[src/mspid_pkg.sv]
// Package for the motor speed PID block: field widths, register map,
// controller state codes and register reset values. No dependencies.
`default_nettype none

package mspid_pkg;

    // Field and port widths
    localparam int FIELD_W            = 16;
    localparam int ERR_W              = 17;
    localparam int CFG_NUM            = 8;
    localparam int CFG_IDX_W          = 3;
    localparam int APB_ADDR_W         = 5;
    localparam int APB_DATA_W         = 32;

    // Default gain fraction (Q8.8) and half width of the stop band
    localparam int GAIN_FRAC_BITS_DEF = 8;
    localparam int STOP_BAND_HALF     = 50;

    // Register map, index = paddr / 4
    typedef enum logic [CFG_IDX_W-1:0] {
        CFG_KP     = 3'd0,
        CFG_KI     = 3'd1,
        CFG_KD     = 3'd2,
        CFG_PMIN   = 3'd3,
        CFG_PMAX   = 3'd4,
        CFG_TARGET = 3'd5,
        CFG_START  = 3'd6,
        CFG_STOP   = 3'd7
    } t_cfg_idx;

    // Controller sequence
    typedef enum logic [2:0] {
        ST_IDLE,
        ST_PREP,
        ST_MUL,
        ST_MUL2DIV,
        ST_SUM,
        ST_ABS,
        ST_CLAMP
    } t_state;

    // Term added to the accumulator in each summing cycle
    typedef enum logic [1:0] {
        TERM_P,
        TERM_D,
        TERM_I
    } t_term;

    function automatic logic [FIELD_W-1:0] cfg_reset(input t_cfg_idx idx);
        logic [FIELD_W-1:0] val;
        case (idx)
            CFG_KP:   val = 16'd256;
            CFG_PMAX: val = 16'd1000;
            CFG_STOP: val = 16'd300;
            default:  val = '0;
        endcase
        return val;
    endfunction

endpackage

`default_nettype wire

[src/mspid_if.sv]
// Valid/ready channel interfaces for the PID block: sensor items in,
// drive commands out. Depends on mspid_pkg.
`default_nettype none

interface mspid_in_if;
    import mspid_pkg::*;
    logic                      valid;
    logic                      ready;
    logic signed [FIELD_W-1:0] encoder_count;
    logic        [FIELD_W-1:0] elapsed_ticks;
    logic        [FIELD_W-1:0] distance;

    modport source (output valid, encoder_count, elapsed_ticks, distance, input ready);
    modport sink   (input valid, encoder_count, elapsed_ticks, distance, output ready);
endinterface

interface mspid_out_if;
    import mspid_pkg::*;
    logic               valid;
    logic               ready;
    logic [FIELD_W-1:0] drive_power;
    logic               clockwise;
    logic               stop_latched;

    modport source (output valid, drive_power, clockwise, stop_latched, input ready);
    modport sink   (input valid, drive_power, clockwise, stop_latched, output ready);
endinterface

`default_nettype wire

[src/mspid_ser_mul.sv]
// Bit-serial shift-add multiplier, one multiplier bit per cycle.
// Unsigned operands; standalone, no package needed.
`default_nettype none

module mspid_ser_mul #(
    parameter int A_W = 16,
    parameter int B_W = 16
) (
    input  wire logic               i_clk,
    input  wire logic               i_rst_n,
    input  wire logic               i_start,
    input  wire logic [A_W-1:0]     i_a,
    input  wire logic [B_W-1:0]     i_b,
    output logic                    o_done,
    output logic [A_W+B_W-1:0]      o_prod
);
    localparam int CNT_W = $clog2(B_W + 1);

    logic [A_W-1:0]     r_a;
    logic [A_W+B_W-1:0] r_prod;
    logic [A_W+B_W-1:0] n_prod;
    logic [A_W:0]       w_add;
    logic [CNT_W-1:0]   r_cnt;
    logic               r_busy;
    logic               r_done;

    // Upper half adds the multiplicand when the low bit is set, then all shifts right
    always_comb begin
        w_add  = {1'b0, r_prod[A_W+B_W-1:B_W]} + (r_prod[0] ? {1'b0, r_a} : '0);
        n_prod = {w_add, r_prod[B_W-1:1]};
    end

    // Step counter
    always_ff @(posedge i_clk) begin
        if (!i_rst_n) begin
            r_busy <= 1'b0;
            r_done <= 1'b0;
            r_cnt  <= '0;
        end else begin
            r_done <= 1'b0;
            if (i_start) begin
                r_busy <= 1'b1;
                r_cnt  <= CNT_W'(B_W);
            end else if (r_busy) begin
                r_cnt <= r_cnt - CNT_W'(1);
                if (r_cnt == CNT_W'(1)) begin
                    r_busy <= 1'b0;
                    r_done <= 1'b1;
                end
            end
        end
    end

    // Operand and product shift register
    always_ff @(posedge i_clk) begin
        if (i_start) begin
            r_a    <= i_a;
            r_prod <= {{A_W{1'b0}}, i_b};
        end else if (r_busy) begin
            r_prod <= n_prod;
        end
    end

    assign o_done = r_done;
    assign o_prod = r_prod;

endmodule

`default_nettype wire

[src/mspid_ser_div.sv]
// Restoring divider, one quotient bit per cycle, unsigned, truncating.
// Standalone, no package needed.
`default_nettype none

module mspid_ser_div #(
    parameter int N_W = 25,
    parameter int D_W = 16
) (
    input  wire logic           i_clk,
    input  wire logic           i_rst_n,
    input  wire logic           i_start,
    input  wire logic [N_W-1:0] i_dividend,
    input  wire logic [D_W-1:0] i_divisor,
    output logic                o_done,
    output logic [N_W-1:0]      o_quot
);
    localparam int CNT_W = $clog2(N_W + 1);

    logic [D_W-1:0]   r_rem;
    logic [D_W-1:0]   n_rem;
    logic [N_W-1:0]   r_quo;
    logic [N_W-1:0]   n_quo;
    logic [D_W-1:0]   r_div;
    logic [D_W:0]     w_shift;
    logic [D_W+1:0]   w_diff;
    logic             w_ge;
    logic [CNT_W-1:0] r_cnt;
    logic             r_busy;
    logic             r_done;

    // Bring down the next dividend bit and try the subtract
    always_comb begin
        w_shift = {r_rem, r_quo[N_W-1]};
        w_diff  = {1'b0, w_shift} - {2'b00, r_div};
        w_ge    = !w_diff[D_W+1];
        n_rem   = w_ge ? w_diff[D_W-1:0] : w_shift[D_W-1:0];
        n_quo   = {r_quo[N_W-2:0], w_ge};
    end

    // Step counter
    always_ff @(posedge i_clk) begin
        if (!i_rst_n) begin
            r_busy <= 1'b0;
            r_done <= 1'b0;
            r_cnt  <= '0;
        end else begin
            r_done <= 1'b0;
            if (i_start) begin
                r_busy <= 1'b1;
                r_cnt  <= CNT_W'(N_W);
            end else if (r_busy) begin
                r_cnt <= r_cnt - CNT_W'(1);
                if (r_cnt == CNT_W'(1)) begin
                    r_busy <= 1'b0;
                    r_done <= 1'b1;
                end
            end
        end
    end

    // Remainder and dividend/quotient shift registers
    always_ff @(posedge i_clk) begin
        if (i_start) begin
            r_rem <= '0;
            r_quo <= i_dividend;
            r_div <= i_divisor;
        end else if (r_busy) begin
            r_rem <= n_rem;
            r_quo <= n_quo;
        end
    end

    assign o_done = r_done;
    assign o_quot = r_quo;

endmodule

`default_nettype wire

[src/motor_speed_pid_with_stop.sv]
// Motor speed PID with obstacle stop latch: top level, APB register file,
// sequencer and accumulator. Depends on mspid_pkg, mspid_if, mspid_ser_mul, mspid_ser_div.
//
//   channel    dir  transaction                                   accepted when
//   i_item     in   encoder_count, elapsed_ticks, distance        valid && ready
//   o_result   out  drive_power, clockwise, stop_latched          valid && ready
//   APB        in   register write / read (pready tied high)      psel && penable && pwrite
//
// One item at a time: a new item is taken only in the idle state, and the 16-step serial
// gain multipliers and the derivative divider (one quotient bit per cycle) set the time
// that each item takes.
// Synchronous active-low reset loads the register defaults and clears the state.
// A finished result sits in the output register; the next item is taken while it waits,
// and the following result is held back until the slot frees.
`default_nettype none

module motor_speed_pid_with_stop #(
    parameter int GAIN_FRACTION_BITS = mspid_pkg::GAIN_FRAC_BITS_DEF
) (
    input  wire logic                              i_clk,
    input  wire logic                              i_rst_n,
    mspid_in_if.sink                               i_item,
    mspid_out_if.source                            o_result,
    input  wire logic                              psel,
    input  wire logic                              penable,
    input  wire logic                              pwrite,
    input  wire logic [mspid_pkg::APB_ADDR_W-1:0]  paddr,
    input  wire logic [mspid_pkg::APB_DATA_W-1:0]  pwdata,
    output logic      [mspid_pkg::APB_DATA_W-1:0]  prdata,
    output logic                                   pready
);
    import mspid_pkg::*;

    localparam int F         = GAIN_FRACTION_BITS;
    localparam int P_PROD_W  = 2 * FIELD_W;
    localparam int D_PROD_W  = FIELD_W + ERR_W;
    localparam int I1_W      = FIELD_W + ERR_W;
    localparam int I_PROD_W  = I1_W + FIELD_W;
    localparam int DIVN_W    = D_PROD_W - F;
    localparam int SUM_W     = I_PROD_W + 2;

    // ------------------------------------------------------------------
    // Register file
    logic [FIELD_W-1:0] r_cfg [CFG_NUM];
    t_cfg_idx           w_cfg_idx;
    logic               w_cfg_wr;

    assign w_cfg_idx = t_cfg_idx'(paddr[APB_ADDR_W-1:2]);
    assign w_cfg_wr  = psel && penable && pwrite;
    assign pready    = 1'b1;
    assign prdata    = {{(APB_DATA_W-FIELD_W){1'b0}}, r_cfg[w_cfg_idx]};

    always_ff @(posedge i_clk) begin
        if (!i_rst_n) begin
            for (int k = 0; k < CFG_NUM; k++) begin
                r_cfg[k] <= cfg_reset(t_cfg_idx'(CFG_IDX_W'(k)));
            end
        end else if (w_cfg_wr) begin
            r_cfg[w_cfg_idx] <= pwdata[FIELD_W-1:0];
        end
    end

    // ------------------------------------------------------------------
    // Declarations
    t_state             r_state, n_state;
    t_term              r_term;
    logic               w_in_acc;
    logic               w_slot;
    logic               w_load;
    logic               w_start1, w_start2;

    logic [FIELD_W-1:0] r_count, r_dt, r_dist;
    logic [FIELD_W-1:0] r_kept;
    logic [ERR_W-1:0]   r_prev;
    logic               r_stop_flag;

    logic [FIELD_W-1:0] w_target;
    logic [ERR_W-1:0]   w_e, w_eabs;
    logic [ERR_W:0]     w_d, w_s, w_dabs, w_sabs;
    logic               w_hit;
    logic [ERR_W-1:0]   r_e;
    logic               r_neg_e, r_neg_d, r_neg_s, r_hit;
    logic [FIELD_W-1:0] r_base;

    logic               r_mul2_ok, r_div_ok;
    logic               w_mul2_ok, w_div_ok;
    logic [SUM_W-1:0]   r_acc, n_acc;
    logic [SUM_W-1:0]   w_tmag;
    logic               w_tneg;
    logic [SUM_W-1:0]   r_mag;
    logic               r_cw;
    logic [SUM_W-1:0]   w_lo, w_hi;
    logic [FIELD_W-1:0] w_power;

    logic               r_out_valid;
    logic [FIELD_W-1:0] r_out_power;
    logic               r_out_cw, r_out_stop;

    logic [P_PROD_W-1:0] w_p_prod;
    logic [D_PROD_W-1:0] w_d_prod;
    logic [I_PROD_W-1:0] w_i_prod;
    logic [DIVN_W-1:0]   w_quot;
    logic                w_p_done, w_d_done, w_i_done, w_div_done;
    logic [I1_W-1:0]     w_i_a;
    logic [FIELD_W-1:0]  w_i_b;

    // ------------------------------------------------------------------
    // Error terms and stop band check, from the captured item
    always_comb begin
        w_target = r_stop_flag ? '0 : r_cfg[CFG_TARGET];
        w_e      = {w_target[FIELD_W-1], w_target} - {r_count[FIELD_W-1], r_count};
        w_d      = {w_e[ERR_W-1], w_e} - {r_prev[ERR_W-1], r_prev};
        w_s      = {w_e[ERR_W-1], w_e} + {r_prev[ERR_W-1], r_prev};
        w_eabs   = w_e[ERR_W-1] ? (ERR_W'(0) - w_e) : w_e;
        w_dabs   = w_d[ERR_W] ? ((ERR_W+1)'(0) - w_d) : w_d;
        w_sabs   = w_s[ERR_W] ? ((ERR_W+1)'(0) - w_s) : w_s;
        w_hit    = (r_dist != '0) &&
                   (({1'b0, r_dist} + (FIELD_W+1)'(STOP_BAND_HALF)) <= {1'b0, r_cfg[CFG_STOP]});
    end

    // ------------------------------------------------------------------
    // Serial arithmetic units
    assign w_i_a = (r_state == ST_MUL) ? w_i_prod[I1_W-1:0]
                                       : {{(I1_W-ERR_W){1'b0}}, w_sabs[ERR_W-1:0]};
    assign w_i_b = (r_state == ST_MUL) ? r_dt : r_cfg[CFG_KI];

    mspid_ser_mul #(.A_W(FIELD_W), .B_W(FIELD_W)) u_mul_p (
        .i_clk   (i_clk),
        .i_rst_n (i_rst_n),
        .i_start (w_start1),
        .i_a     (w_eabs[FIELD_W-1:0]),
        .i_b     (r_cfg[CFG_KP]),
        .o_done  (w_p_done),
        .o_prod  (w_p_prod)
    );

    mspid_ser_mul #(.A_W(ERR_W), .B_W(FIELD_W)) u_mul_d (
        .i_clk   (i_clk),
        .i_rst_n (i_rst_n),
        .i_start (w_start1),
        .i_a     (w_dabs[ERR_W-1:0]),
        .i_b     (r_cfg[CFG_KD]),
        .o_done  (w_d_done),
        .o_prod  (w_d_prod)
    );

    // Integral: Ki*|e+last| first, then times dt
    mspid_ser_mul #(.A_W(I1_W), .B_W(FIELD_W)) u_mul_i (
        .i_clk   (i_clk),
        .i_rst_n (i_rst_n),
        .i_start (w_start1 || w_start2),
        .i_a     (w_i_a),
        .i_b     (w_i_b),
        .o_done  (w_i_done),
        .o_prod  (w_i_prod)
    );

    mspid_ser_div #(.N_W(DIVN_W), .D_W(FIELD_W)) u_div (
        .i_clk      (i_clk),
        .i_rst_n    (i_rst_n),
        .i_start    (w_start2),
        .i_dividend (w_d_prod[D_PROD_W-1:F]),
        .i_divisor  (r_dt),
        .o_done     (w_div_done),
        .o_quot     (w_quot)
    );

    // ------------------------------------------------------------------
    // Sequencer
    assign w_in_acc  = i_item.valid && i_item.ready;
    assign w_slot    = !r_out_valid || o_result.ready;
    assign w_mul2_ok = r_mul2_ok || w_i_done;
    assign w_div_ok  = r_div_ok || w_div_done;

    always_ff @(posedge i_clk) begin
        if (!i_rst_n) begin
            r_state <= ST_IDLE;
        end else begin
            r_state <= n_state;
        end
    end

    always_comb begin
        n_state      = r_state;
        i_item.ready = 1'b0;
        w_start1     = 1'b0;
        w_start2     = 1'b0;
        w_load       = 1'b0;
        case (r_state)
            ST_IDLE: begin
                i_item.ready = 1'b1;
                if (i_item.valid) begin
                    n_state = ST_PREP;
                end
            end
            ST_PREP: begin
                w_start1 = 1'b1;
                n_state  = ST_MUL;
            end
            ST_MUL: begin
                if (w_i_done) begin
                    w_start2 = 1'b1;
                    n_state  = ST_MUL2DIV;
                end
            end
            ST_MUL2DIV: begin
                if (w_mul2_ok && w_div_ok) begin
                    n_state = ST_SUM;
                end
            end
            ST_SUM: begin
                if (r_term == TERM_I) begin
                    n_state = ST_ABS;
                end
            end
            ST_ABS: begin
                n_state = ST_CLAMP;
            end
            ST_CLAMP: begin
                if (w_slot) begin
                    w_load  = 1'b1;
                    n_state = ST_IDLE;
                end
            end
            default: begin
                n_state = ST_IDLE;
            end
        endcase
    end

    // Completion flags for the second arithmetic pass
    always_ff @(posedge i_clk) begin
        if (!i_rst_n) begin
            r_mul2_ok <= 1'b0;
            r_div_ok  <= 1'b0;
        end else if (w_start2) begin
            r_mul2_ok <= 1'b0;
            r_div_ok  <= 1'b0;
        end else begin
            r_mul2_ok <= w_mul2_ok;
            r_div_ok  <= w_div_ok;
        end
    end

    // ------------------------------------------------------------------
    // Item capture and per-item signs
    always_ff @(posedge i_clk) begin
        if (w_in_acc) begin
            r_count <= i_item.encoder_count;
            r_dt    <= (i_item.elapsed_ticks == '0) ? FIELD_W'(1) : i_item.elapsed_ticks;
            r_dist  <= i_item.distance;
        end
        if (r_state == ST_PREP) begin
            r_e     <= w_e;
            r_neg_e <= w_e[ERR_W-1];
            r_neg_d <= w_d[ERR_W];
            r_neg_s <= w_s[ERR_W];
            r_hit   <= w_hit;
            r_base  <= w_hit ? '0 : r_kept;
        end
    end

    // ------------------------------------------------------------------
    // Accumulate base + P + D + I, one signed term per cycle
    always_comb begin
        case (r_term)
            TERM_P: begin
                w_tmag = SUM_W'(w_p_prod >> F);
                w_tneg = r_neg_e;
            end
            TERM_D: begin
                w_tmag = SUM_W'(w_quot);
                w_tneg = r_neg_d;
            end
            TERM_I: begin
                w_tmag = SUM_W'(w_i_prod >> (F + 1));
                w_tneg = r_neg_s;
            end
            default: begin
                w_tmag = '0;
                w_tneg = 1'b0;
            end
        endcase
        n_acc = r_acc + (w_tneg ? ~w_tmag : w_tmag) + SUM_W'(w_tneg);
    end

    always_ff @(posedge i_clk) begin
        if (!i_rst_n) begin
            r_term <= TERM_P;
        end else if (r_state == ST_SUM) begin
            case (r_term)
                TERM_P:  r_term <= TERM_D;
                TERM_D:  r_term <= TERM_I;
                default: r_term <= TERM_P;
            endcase
        end
    end

    always_ff @(posedge i_clk) begin
        if (r_state == ST_MUL2DIV) begin
            r_acc <= SUM_W'(r_base);
        end else if (r_state == ST_SUM) begin
            r_acc <= n_acc;
        end
        if (r_state == ST_ABS) begin
            r_cw  <= !r_acc[SUM_W-1];
            r_mag <= r_acc[SUM_W-1] ? (SUM_W'(0) - r_acc) : r_acc;
        end
    end

    // ------------------------------------------------------------------
    // Clamp: minimum first, maximum second
    always_comb begin
        w_lo    = (r_mag < SUM_W'(r_cfg[CFG_PMIN])) ? SUM_W'(r_cfg[CFG_PMIN]) : r_mag;
        w_hi    = (w_lo > SUM_W'(r_cfg[CFG_PMAX])) ? SUM_W'(r_cfg[CFG_PMAX]) : w_lo;
        w_power = w_hi[FIELD_W-1:0];
    end

    // Controller state, updated when the result is handed to the output register
    always_ff @(posedge i_clk) begin
        if (!i_rst_n) begin
            r_kept      <= cfg_reset(CFG_START);
            r_prev      <= '0;
            r_stop_flag <= 1'b0;
        end else if (w_load) begin
            r_kept      <= w_power;
            r_prev      <= r_e;
            r_stop_flag <= r_stop_flag || r_hit;
        end
    end

    // Output register
    always_ff @(posedge i_clk) begin
        if (!i_rst_n) begin
            r_out_valid <= 1'b0;
        end else if (w_load) begin
            r_out_valid <= 1'b1;
        end else if (o_result.ready) begin
            r_out_valid <= 1'b0;
        end
    end

    always_ff @(posedge i_clk) begin
        if (w_load) begin
            r_out_power <= w_power;
            r_out_cw    <= r_cw;
            r_out_stop  <= r_stop_flag || r_hit;
        end
    end

    assign o_result.valid        = r_out_valid;
    assign o_result.drive_power  = r_out_power;
    assign o_result.clockwise    = r_out_cw;
    assign o_result.stop_latched = r_out_stop;

    // ------------------------------------------------------------------
    // Checks
    a_div_done_state: assert property (@(posedge i_clk) disable iff (!i_rst_n)
        w_div_done |-> (r_state == ST_MUL2DIV))
        else $error("divider finished outside the second arithmetic pass");

    a_mul_done_state: assert property (@(posedge i_clk) disable iff (!i_rst_n)
        w_i_done |-> (r_state == ST_MUL || r_state == ST_MUL2DIV))
        else $error("integral multiplier finished outside an arithmetic pass");

    a_mul_lockstep: assert property (@(posedge i_clk) disable iff (!i_rst_n)
        w_p_done == w_d_done)
        else $error("proportional and derivative multipliers out of step");

    a_stop_sticky: assert property (@(posedge i_clk) disable iff (!i_rst_n)
        r_stop_flag |=> r_stop_flag)
        else $error("stop latch cleared without reset");

    a_power_bound: assert property (@(posedge i_clk) disable iff (!i_rst_n)
        w_load |=> (r_out_power <= r_cfg[CFG_PMAX]))
        else $error("drive power above the configured maximum");

endmodule

`default_nettype wire

[src/flat_wrapper.sv]
// flat-port wrapper written by rule: the top's interface ports become plain ports
module motor_speed_pid_with_stop_flat import mspid_pkg::*;
#(
    parameter int GAIN_FRACTION_BITS = mspid_pkg::GAIN_FRAC_BITS_DEF
)
  (i_clk, i_rst_n, psel, penable, pwrite, paddr, pwdata, prdata, pready, i_item_valid, i_item_encoder_count, i_item_elapsed_ticks, i_item_distance, i_item_ready, o_result_valid, o_result_drive_power, o_result_clockwise, o_result_stop_latched, o_result_ready);
  mspid_in_if i_item_i ();
  mspid_out_if o_result_i ();
  input  wire logic i_clk;
  input  wire logic i_rst_n;
  input  wire logic psel;
  input  wire logic penable;
  input  wire logic pwrite;
  input  wire logic [mspid_pkg::APB_ADDR_W-1:0] paddr;
  input  wire logic [mspid_pkg::APB_DATA_W-1:0] pwdata;
  output logic      [mspid_pkg::APB_DATA_W-1:0] prdata;
  output logic pready;
  input wire logic [$bits(i_item_i.valid)-1:0] i_item_valid;
  input wire logic [$bits(i_item_i.encoder_count)-1:0] i_item_encoder_count;
  input wire logic [$bits(i_item_i.elapsed_ticks)-1:0] i_item_elapsed_ticks;
  input wire logic [$bits(i_item_i.distance)-1:0] i_item_distance;
  output wire logic [$bits(i_item_i.ready)-1:0] i_item_ready;
  output wire logic [$bits(o_result_i.valid)-1:0] o_result_valid;
  output wire logic [$bits(o_result_i.drive_power)-1:0] o_result_drive_power;
  output wire logic [$bits(o_result_i.clockwise)-1:0] o_result_clockwise;
  output wire logic [$bits(o_result_i.stop_latched)-1:0] o_result_stop_latched;
  input wire logic [$bits(o_result_i.ready)-1:0] o_result_ready;
  assign i_item_i.valid = i_item_valid;
  assign i_item_i.encoder_count = i_item_encoder_count;
  assign i_item_i.elapsed_ticks = i_item_elapsed_ticks;
  assign i_item_i.distance = i_item_distance;
  assign i_item_ready = i_item_i.ready;
  assign o_result_valid = o_result_i.valid;
  assign o_result_drive_power = o_result_i.drive_power;
  assign o_result_clockwise = o_result_i.clockwise;
  assign o_result_stop_latched = o_result_i.stop_latched;
  assign o_result_i.ready = o_result_ready;
  motor_speed_pid_with_stop #(.GAIN_FRACTION_BITS(GAIN_FRACTION_BITS)) u_core (.i_clk(i_clk), .i_rst_n(i_rst_n), .i_item(i_item_i), .o_result(o_result_i), .psel(psel), .penable(penable), .pwrite(pwrite), .paddr(paddr), .pwdata(pwdata), .prdata(prdata), .pready(pready));
endmodule
[config.mk]
export PLATFORM = sky130hd
export DESIGN_NAME = motor_speed_pid_with_stop_flat
export DESIGN_NICKNAME = d
export VERILOG_FILES = /design/src/mspid_pkg.sv /design/src/mspid_if.sv /design/src/mspid_ser_mul.sv /design/src/mspid_ser_div.sv /design/src/motor_speed_pid_with_stop.sv /design/src/flat_wrapper.sv
export SDC_FILE = /design/constraint.sdc
export NUM_CORES = 2
export LEC_CHECK = 0
export ABC_AREA = 1
export BUFFER_PORTS_ARGS = -buffer_cell sky130_fd_sc_hd__buf_2
export CAP_MARGIN = 20
export CORE_ASPECT_RATIO = 2
export CORE_MARGIN = 3
export CORE_UTILIZATION = 45
export CTS_BUF_LIST = sky130_fd_sc_hd__clkbuf_4
export DETAILED_ROUTE_END_ITERATION = 6
export GPL_ROUTABILITY_DRIVEN = 1
export PLACE_DENSITY = 0.6
export RECOVER_POWER = 25
export SETUP_SLACK_MARGIN = 0.05
export SLEW_MARGIN = 10
export SYNTH_ARGS = -nofsm -noshare
export SYNTH_HDL_FRONTEND = slang
export SYNTH_HIERARCHICAL = 1
export SYNTH_SLANG_ARGS = --single-unit
export TNS_END_PERCENT = 10
[constraint.sdc]
create_clock -name i_clk -period 7.2 [get_ports i_clk]
set_input_delay 1.08 -clock i_clk [delete_from_list [all_inputs] [get_ports i_clk]]
set_output_delay 1.08 -clock i_clk [all_outputs]
set_load 0.01 [all_outputs]
* After elaboration in Yosys (flattened, before gate mapping) *
Memory sizes are Yosys's and may differ from the RTL's.
Cells that the tools add are included.

word-level totals
  register bits after elaboration = 511
  memory bits (writable) = 128
  bits of input ports = 92
  output and inout port bits = 53
  word-level logic and storage cells = 199
  memories kept = 1

cells by class
  add/sub/neg operators = 18
  magnitude comparators = 3
  eq/ne operators = 17
  mux-type cells = 74
  bitwise gates (word level) = 4
  reductions and logical operators = 30

memories
  name          words  width  rd ports  clocked after Yosys merged registers in  wr ports  RTL line                         text
  u_core.r_cfg  8      16     8         0                                        8         motor_speed_pid_with_stop.sv:44  logic [FIELD_W-1:0] r_cfg [CFG_NUM];

operators by type and width
  kind                     number
  $mux W16                 19
  $pmux W40 S3             1
  $mux W51                 2
  $mux W17                 4
  $add A51 B1 Y51          1
  $add A51 B51 Y51         1
  $gt A51 B16 Y1           1
  $lt A51 B16 Y1           1
  $not A40 Y51             1
  $sub A1 B51 Y51 const A  1
  $mux W25                 2
  $mux W50                 1
  $mux W5                  8
  $add A17 B17 Y18         2
  $add A33 B33 Y34         1
  $sub A1 B17 Y17 const A  2
  $mux W33                 1
  $mux W1                  27
  $pmux W3 S7              1
  $eq A5 B1 Y1 const B     4
  $sub A5 B1 Y5 const B    4
  $mux W3                  6
  $sub A17 B16 Y18         1
  $sub A17 B17 Y18         1
  27 further kinds         53

* Logic depth before layout (Yosys ltp) *
  depth after elaboration = 8
  gate-level depth with buffers = 33

* By module *
The synthesis kept the hierarchy.

by module, submodules not included
  module                           times used  cells an instance  area each (µm²)  sequential area each (µm²)
  motor_speed_pid_with_stop        1           3543               26549.2          10490.1
  mspid_ser_mul at u_core.u_mul_i  1           887                5909.4           2272.2
  mspid_ser_div                    1           481                3742.3           1691.6
  mspid_ser_mul at u_core.u_mul_d  1           445                3306.9           1471.4
  mspid_ser_mul at u_core.u_mul_p  1           413                3118.0           1421.4

* Least setup slack after synthesis *
Ideal clock, no wire load.

  path kind = register to register
  start = reg u_core.r_state[0]
  end = reg u_core.u_mul_d.r_prod[0] (netlist: u_core/u_mul_d/o_prod[0]), enable pin
  library setup time = 0.374 ns
  data arrival time = 4.822 ns
  slack = 2.004 ns
  stages on the path, launching flop included = 9
  buffers on the path = 2
  period minus slack after synthesis = 5.196 ns
  cells stage by stage = dfxtp_1 inv_1 nor2_1 inv_1 nor2_1 buf_2 inv_1 buf_2 nand2_1

between the ends
  word-level cells in the longest chain between the ends = 3

ends and longest elaborated chain
  element                       RTL line                          text
  start: declaration            motor_speed_pid_with_stop.sv:65   t_state r_state, n_state;
  start signal: assignment      motor_speed_pid_with_stop.sv:179  r_state <= n_state;
  $eq A3 B1 Y1                  motor_speed_pid_with_stop.sv:189  case (r_state)
  $mux W1                       motor_speed_pid_with_stop.sv:189
  via u_core.w_start1           motor_speed_pid_with_stop.sv:70   logic w_start1, w_start2;
  $reduce_bool A2 Y1 (no line)  --
  end signal: assignment        mspid_ser_mul.sv:58               r_prod <= {{A_W{1'b0}}, i_b};
  end signal: assignment        mspid_ser_mul.sv:60               r_prod <= n_prod;
  end: declaration              mspid_ser_mul.sv:20               logic [A_W+B_W-1:0] r_prod;

The timed path passes the listed nets, and every way through them passes these cells.
A chain may end at the register's enable or synchronous reset.

* Final worst setup path *
  start = reg u_core.r_stop_flag
  end = reg u_core.u_mul_d.r_a[9], data pin

between the ends
  word-level cells in the longest chain between the ends = 5

ends and longest elaborated chain
  element                   RTL line                          text
  start: declaration        motor_speed_pid_with_stop.sv:75   logic r_stop_flag;
  start signal: assignment  motor_speed_pid_with_stop.sv:328  r_stop_flag <= r_stop_flag || r_hit;
  $mux W16 (*)              motor_speed_pid_with_stop.sv:110  w_target = r_stop_flag ? '0 : r_cfg[CFG_TARGET];
  $sub A16 B16 Y17 (*)      motor_speed_pid_with_stop.sv:111  w_e = {w_target[FIELD_W-1], w_target} - {r_count[FIELD_W-1], r_count};
  via u_core.w_e[8]         motor_speed_pid_with_stop.sv:78   logic [ERR_W-1:0] w_e, w_eabs;
  $sub A17 B17 Y18 (*)      motor_speed_pid_with_stop.sv:112  w_d = {w_e[ERR_W-1], w_e} - {r_prev[ERR_W-1], r_prev};
  $sub A1 B17 Y17           motor_speed_pid_with_stop.sv:115  w_dabs = w_d[ERR_W] ? ((ERR_W+1)'(0) - w_d) : w_d;
  $mux W17 (*)              motor_speed_pid_with_stop.sv:115
  via u_core.w_dabs[9]      motor_speed_pid_with_stop.sv:79   logic [ERR_W:0] w_d, w_s, w_dabs, w_sabs;
  end signal: assignment    mspid_ser_mul.sv:57               r_a <= i_a;
  end: declaration          mspid_ser_mul.sv:19               logic [A_W-1:0] r_a;

The timed path passes the listed nets; every way through them passes the cells marked *.

==> run metrics <==
outcome=finished with violations; violated checks=capacitance limit, slew limit; worst path required time=7.98 ns; Arrival @ worst endpoint=6.08 ns; most frequent cells in the layout=1628 x nand2_1, 924 x inv_1, 640 x nor2_1; Die X=223.5 um; Detailed Route WL=143.2 mm; full die area=98560 um2; htree depth=4; clk_skew=0.08128 ns; worst rel slew slack=-103.6%; first-pass GRT wire length=214.1 mm; Static Leak=22.03 nW; nets=6259; initial antenna violation count=1; Clk Latency, worst-skew pair=1.11 ns; Tmin final=5.301 ns; Yosys warning count=6; pin count of the biggest net entering global routing=68; Post-Syn Area=42580 um2; row count=159; Die Ht=441 um; initial core utilization=45.34%; CP Max Fanout=17; # hold bufs at CTS=0; GP Congestion=0.9991; clk slew on worst S/H paths=0.07 ns; Via-to-Cell Ratio=5.278; endpoint class of the critical path=register; worst hold path class=primary input to register; Resize count post-CTS=0; clk root buf=clkbuf_4; detailed-route via count=38280; vias in the first global route=37720; PortBufs=109; area grow syn2layout=8.587%; core area=93900 um2; dpl ws=1.943 ns; deepest clock path buffer count=3; CTS Sinks=638; Max Cap Viol=4; fraction of layout cells with a size suffix above 1=8.172%; Post-CTS Setup Bufs=0; CP Launch Type=register; PD cells=492.9 nW/um2; post-DP HPWL=114.1 mm; post-route setup slack=1.899 ns; # IOs=145; maximum vdd drop=0.3666 mV; Setup Crit Path Kind=register to register; final hold vios=0; achievable frequency=188.6 MHz; total track usage=28.75%; post-synthesis cell count=5765; cts bufs inserted=152; CTS tree=yes; fin crit share=73.63%; drt first pass iters=6; DRC violations left=0; Max Slew Vio Count=178; RSZ-0062 raised after global routing=no; Setup TNS Final=0 ns; drt wl/cell=19.75 um; worst slew pin tran=3.054 ns; final antenna-violating net count=0; commonest non-fill, non-tap cell in the layout=nand2_1; Post-Syn Area per Cell=7.385 um2; Initial DRC Count=2588; setup violators final=0; grt ovf=0
==> critical path, stage by stage, from the launching register on <==
cell and delay [ns]:
dfxtp_1 0.66, inv_1 0.12, nand2_1 0.11, ha_1 0.16, inv_1 0.07, fa_1 0.42
nand3_1 0.10, nand3_1 0.13, nand2_1 0.09, nand3_1 0.10, xor2_1 0.49, inv_1 0.23
ha_1 0.42, a21oi_1 0.37, o21ai_0 0.19, a21oi_1 0.20, nand2_1 0.08, nand2_1 0.08
nand2_1 0.05, nand2_1 0.05, nand2_1 0.22, inv_1 0.37, nand2_1 0.11, xor2_1 0.15
==> state kept, by name (all words and copies together) (netlist names), 16 cells and up <==
| signal | flops |
|---|---|
| u_core/u_mul_d/o_prod | 33 |
| u_core/r_dist | 16 |
| u_core/r_base | 16 |
| u_core/r_prev | 17 |
| u_core/u_div/o_quot | 25 |
| u_core/r_acc | 51 |
| u_core/r_mag | 51 |
| u_core/u_mul_i/r_a | 33 |
| u_core/r_kept | 16 |
| u_core/u_div/r_div | 16 |
| u_core/u_mul_p/r_a | 16 |
| u_core/u_mul_i/o_prod | 49 |
| u_core/r_count | 16 |
| u_core/r_e | 17 |
| u_core/u_mul_d/r_a | 17 |
| u_core/u_mul_p/o_prod | 32 |
| u_core/u_div/r_rem | 16 |
| u_core/r_dt | 16 |
| u_core/o_result.drive_power | 16 |
| u_core/r_cfg | 128 |
==> path summary, 6_finish.rpt <==
kind | start | to | slack [ns] | cells after the start
max | u_core/r_stop_flag$_SDFFE_PN0P_ | u_core/u_mul_d/r_a[9]$_DFFE_PP_ | 1.90 | 23
min | i_item_encoder_count[12] | u_core/r_count[12]$_DFFE_PP_ | 0.16 | 1
max reg2reg | u_core/r_stop_flag$_SDFFE_PN0P_ | u_core/u_mul_d/r_a[9]$_DFFE_PP_ | 1.90 | 23
min reg2reg | u_core/r_cw$_DFFE_PP_ | u_core/o_result.clockwise$_DFFE_PP_ | 0.42 | 0
==> per-layer routing <==
layer	share of wire, %	up-vias	GRT usage (%)
li1	-	18990	-
met1	33	17600	26.86
met2	52	1169	52.73
met3	4.0	521	4.176
met4	11	0	27.72
met5	0	-	0
==> layout make-up <==
type,instances,area [um2]
Fill cell,9587,47670
Multi-Input combinational cell,4032,21040
Sequential cell,638,17310
Inverter,943,3540
Clock buffer,223,1674
Tap cell,1207,1510
Timing Repair Buffer,151,837.1
Clock inverter,58,325.3
Antenna cell,1,2.502
==> per-stage QoR <==
| step | total power, mW | instance area (um2) | instances | utilization [%] | hold slack, ns |
|---|---|---|---|---|---|
| after floorplan | 15.36 | 42630 | 5780 | - | 0.4003 |
| after global placement | 19.51 | 44250 | 6968 | 47.12 | 0.4048 |
| after detailed placement | 19.62 | 44260 | 6969 | 47.13 | 0.4097 |
| after CTS | 22.82 | 46260 | 7250 | 49.26 | 0.001943 |
| after global routing | 24.61 | 46230 | 7253 | 49.24 | 0.05304 |
| final | 22.79 | 46230 | 7253 | 49.24 | 0.1632 |
==> power by group <==
part	switching, mW	internal (mW)
clock network	1.56	1.51
registers	0.982	5.43
logic	9.11	4.20
Power figures use the tool's default switching activity.
